### src/design/tcw_pkg.sv
// shared types, constants and command/status structs for the text console writer
// no dependencies; imported by every module of the block

package tcw_pkg;

    localparam int DEF_ROWS    = 25;
    localparam int DEF_COLS    = 80;

    localparam int CHAR_W      = 8;
    localparam int ATTR_W      = 8;
    localparam int ADDR_PORT_W = 11;
    localparam int ROW_PORT_W  = 5;
    localparam int COL_PORT_W  = 7;

    localparam logic [ATTR_W-1:0] ATTR_RESET   = 8'd7;
    localparam logic [CHAR_W-1:0] SPACE_CHAR   = 8'd32;
    localparam logic [CHAR_W-1:0] NEWLINE_CHAR = 8'd10;
    localparam logic [CHAR_W-1:0] NUL_CHAR     = 8'd0;

    localparam logic FUNC_PUT  = 1'b0;
    localparam logic FUNC_READ = 1'b1;

    typedef enum logic [1:0] {
        ST_CLEAR,
        ST_IDLE,
        ST_READ,
        ST_FILL
    } tcw_state_t;

    // controller to datapath
    typedef struct packed {
        logic accept;
        logic clear_step;
        logic fill_step;
        logic load_read;
    } tcw_cmd_t;

    // datapath to controller
    typedef struct packed {
        logic item_read;
        logic put_scrolls;
        logic sweep_last;
    } tcw_status_t;

endpackage

### src/design/tcw_ctrl.sv
// controller state machine: clear pass, item acceptance, read wait and bottom-row fill
// depends on tcw_pkg

module tcw_ctrl
    import tcw_pkg::*;
(
    input  logic        clk,
    input  logic        rst_n,
    input  logic        in_valid,
    input  logic        out_ready,
    input  tcw_status_t status,
    output logic        in_ready,
    output logic        out_valid,
    output tcw_cmd_t    cmd
);

    tcw_state_t state_reg;
    tcw_state_t state_next;
    logic       out_valid_reg;
    logic       out_valid_next;

    always_ff @(posedge clk or negedge rst_n)
    begin
        if (!rst_n)
        begin
            state_reg     <= ST_CLEAR;
            out_valid_reg <= 1'b0;
        end
        else
        begin
            state_reg     <= state_next;
            out_valid_reg <= out_valid_next;
        end
    end

    always_comb
    begin
        state_next = state_reg;
        cmd        = '0;
        in_ready   = 1'b0;
        unique case (state_reg)
            ST_CLEAR:
            begin
                cmd.clear_step = 1'b1;
                if (status.sweep_last)
                begin
                    state_next = ST_IDLE;
                end
            end
            ST_IDLE:
            begin
                // one item at a time: output slot must be free or emptying now
                in_ready   = !out_valid_reg || out_ready;
                cmd.accept = in_valid && in_ready;
                if (cmd.accept)
                begin
                    priority if (status.item_read)
                    begin
                        state_next = ST_READ;
                    end
                    else if (status.put_scrolls)
                    begin
                        state_next = ST_FILL;
                    end
                    else
                    begin
                        state_next = ST_IDLE;
                    end
                end
            end
            ST_READ:
            begin
                cmd.load_read = 1'b1;
                state_next    = ST_IDLE;
            end
            ST_FILL:
            begin
                cmd.fill_step = 1'b1;
                if (status.sweep_last)
                begin
                    state_next = ST_IDLE;
                end
            end
        endcase

        out_valid_next = (out_valid_reg && !out_ready)
                       || (cmd.accept && !status.item_read)
                       || cmd.load_read;
    end

    assign out_valid = out_valid_reg;

endmodule

### config.mk
export PLATFORM = sky130hd
export DESIGN_NAME = tcw_ctrl
export DESIGN_NICKNAME = d
export VERILOG_FILES = /design/src/design/tcw_pkg.sv /design/src/design/tcw_ctrl.sv
export SDC_FILE = /design/constraint.sdc
export NUM_CORES = 1
export LEC_CHECK = 0
export BUFFER_PORTS_ARGS = -buffer_cell sky130_fd_sc_hd__buf_2
export CAP_MARGIN = 20
export CORE_AREA = 4 4 41 43
export CTS_CLUSTER_DIAMETER = 200
export DETAILED_ROUTE_END_ITERATION = 16
export DIE_AREA = 0 0 45 47
export GPL_ROUTABILITY_DRIVEN = 1
export PLACE_DENSITY = 0.39
export SYNTH_ARGS = -nofsm -noshare
export SYNTH_HDL_FRONTEND = slang
export SYNTH_SLANG_ARGS = --single-unit
export TNS_END_PERCENT = 100
### constraint.sdc
create_clock -name clk -period 1.6 [get_ports clk]
set_input_delay 0 -clock clk [delete_from_list [all_inputs] [get_ports clk]]
set_output_delay 0 -clock clk [all_outputs]
set_load 0.03 [all_outputs]
==> flow_metrics.tcl <==
set metrics [dict create \
    io_pins 13 \
    path_cells "inv_1 > ha_4 > and2b_1 > a211oi_2 > mux2_4" \
    finalCriticalPeriod_ns 1.52 \
    critPathMaxStageDelay_ns 0.33 \
    nets 56 \
    rows 13 \
    die_w_um 45 \
    cp_data_arrival_time_ns 1.63 \
    ff2ff_path_depth 5 \
    synth_seq_cells 3 \
    finalCritPeriodShare 0.948 \
    dr_wl_met2_um 303 \
    start_util 0.181 \
    finalWeightedCongestion 0.706 \
    layout_commonest_cell "buf_2" \
    layout_common_cells "buf_2 (12), ha_1 (4), nor2_1 (3), clkbuf_4 (3), dfrtp_1 (3)" \
    antenna_cells 0 \
    drc_errors 0 \
    setup_ws_ns 0.0825 \
    die_h_um 47 \
    rsz0062_at_grt "false" \
    via_per_inst 3.90 \
    fin_util 0.301 \
    dp_hpwl_um 481 \
    grt_max_degree 5 \
    clock_skew_ns 0.000422 \
    vias 226 \
    syn_avg_cell_area_um2 10.2 \
    r2r_end "state_reg[0]$_DFFE_PN0P_" \
    placed_cells_incl_taps 52 \
    grt_overflow 0 \
    cts_buffers 3 \
    met3WireLength_um 49 \
    largest_register_ffs 2 \
    fin_area_um2 392 \
    cts.htree.levels 1 \
    core_area_mm2 0.00130 \
    drv_cap 0 \
    finalHoldViolations 0 \
    antenna_found_initial 0 \
    status "finished clean" \
    crit_path_start_kind "register" \
    synthCells 23 \
    cts_tree "built" \
    slew_violations 0 \
    dp_slack_ns 0.0661 \
    grt_pass1_vias 240 \
    first_pass_iters 1 \
    clk_latency_ns 0.24 \
    grt_pass1_wl_um 945 \
    synth_area_um2 235 \
    power_density_mw_per_mm2 2010 \
    ant_nets 0 \
    leakage_nw 0.214 \
    ir_worst_vdd_mv 0.830 \
    crit_slowest_cell "dfrtp_1" \
    drt_iter0_markers 0 \
    fin_tns_setup_ns 0 \
    drt-total-wl_um 570 \
    cts_buffer_depth 2 \
    wl_per_cell_um 9.83 \
    final_cells 58 \
    whs_path_depth 3 \
    synth-seq-area-share 0.319 \
    syn2layout_area_growth_pct 66.5 \
    path_clk_slew_ns 0.04 \
    fmax_mhz 659 \
    cts_root_buffer "clkbuf_4" \
    rrSetupSlack_ns 0.08 \
    top_layer_used "met3" \
    hold_end "out_valid$_DFF_PN0_" \
    drt-met1-wl_um 216 \
    ys_warn_count 0 \
    placed_area_um2 329 \
    min_path_type "in2reg" \
    finalSetupViolations 0 \
    netlist-cell-type-count 12 \
    syn-num-nets 35 \
    p_total_uw 786 \
    min-delay-start "in_valid" \
    worstPathRequired_ns 1.72 \
    tightest_slew_ns 0.288 \
    crit_type "reg2reg" \
    end_kind "register" \
    grt_usage 0.0680 \
    critPathMaxFanout 4 \
    clock-sinks 3 \
    whs_ns 0.0603 \
    portBuffers 12 \
    r2r_start "state_reg[1]$_DFFE_PN0P_" \
    relSlewSlack 0.808 \
    dieArea_mm2 0.00212 \
    drive_gt1_frac 0.488 \
]
[cells in the mapped netlist]
cell      count  share of area
nand2_1       2          0.032
mux2i_1       1          0.043
nor2b_1       1          0.027
inv_1         2          0.032
o21ai_0       2          0.043
mux2_1        1          0.048
a211oi_2      1          0.053
dfrtp_1       3           0.32
and2b_1       1          0.032
nor2_1        3          0.048
nor2b_4       1          0.058
ha_1          5           0.27
[critical path: cells and delay by family (launching register included)]
kind                     cells  cell delay [ns]
AO/OA/AOI/OAI                1             0.30
AND/OR/NAND/NOR              1             0.16
buffers and inverters        1             0.10
adder cells (fa/ha/maj)      1             0.19
flip-flops                   1             0.33
multiplexers                 1             0.33
[layer usage]
layer	global-route usage	up-vias
met1	0.0638	104
met4	0.0526	0
met5	0	-
met2	0.105	8
met3	0.0460	0
li1	-	114
[power by group]
group	switching, mW	total [mW]	internal, mW
clock network	0.0404	0.134	0.0935
registers	0.0234	0.136	0.112
logic	0.302	0.516	0.214
total	0.366	0.786	0.420
[logic make-up after synthesis]
| logic type | after synthesis | synth area share |
|---|---|---|
| AND/OR/NAND/NOR | 8 | 0.197 |
| adder cells (fa/ha/maj) | 5 | 0.266 |
| AO/OA/AOI/OAI | 3 | 0.0957 |
| flip-flops | 3 | 0.319 |
| buffers and inverters | 2 | 0.0319 |
| multiplexers | 2 | 0.0904 |
[area by class of cell]
class	count	area [um2]
repair buffers	16	95.1
flip-flops and latches	3	75.1
fillers	151	910
inverters	2	7.51
clock buffers	4	26.3
well taps	15	18.8
multi-input cells	18	169
[repair_timing]
| item | in CTS | in global routing |
|---|---|---|
| hold buffers | 2 | 0 |
| setup endpoints to repair | 0 | 1 |
| setup buffers | 0 | 0 |
| gates resized for setup | 0 | 3 |
| hold endpoints to repair | 4 | 0 |
[how the worst max path moves through the flow]
stage,start,end,slack (ns)
after floorplan,state_reg[0]$_DFFE_PN0P_,state_reg[0]$_DFFE_PN0P_,0.14
after global placement,state_reg[0]$_DFFE_PN0P_,state_reg[0]$_DFFE_PN0P_,0.08
after detailed placement,state_reg[1]$_DFFE_PN0P_,state_reg[0]$_DFFE_PN0P_,0.07
after CTS,state_reg[1]$_DFFE_PN0P_,state_reg[0]$_DFFE_PN0P_,0.06
after global routing,state_reg[1]$_DFFE_PN0P_,state_reg[0]$_DFFE_PN0P_,0.002
final,state_reg[1]$_DFFE_PN0P_,state_reg[0]$_DFFE_PN0P_,0.08
(Power assumes the default switching activity.)
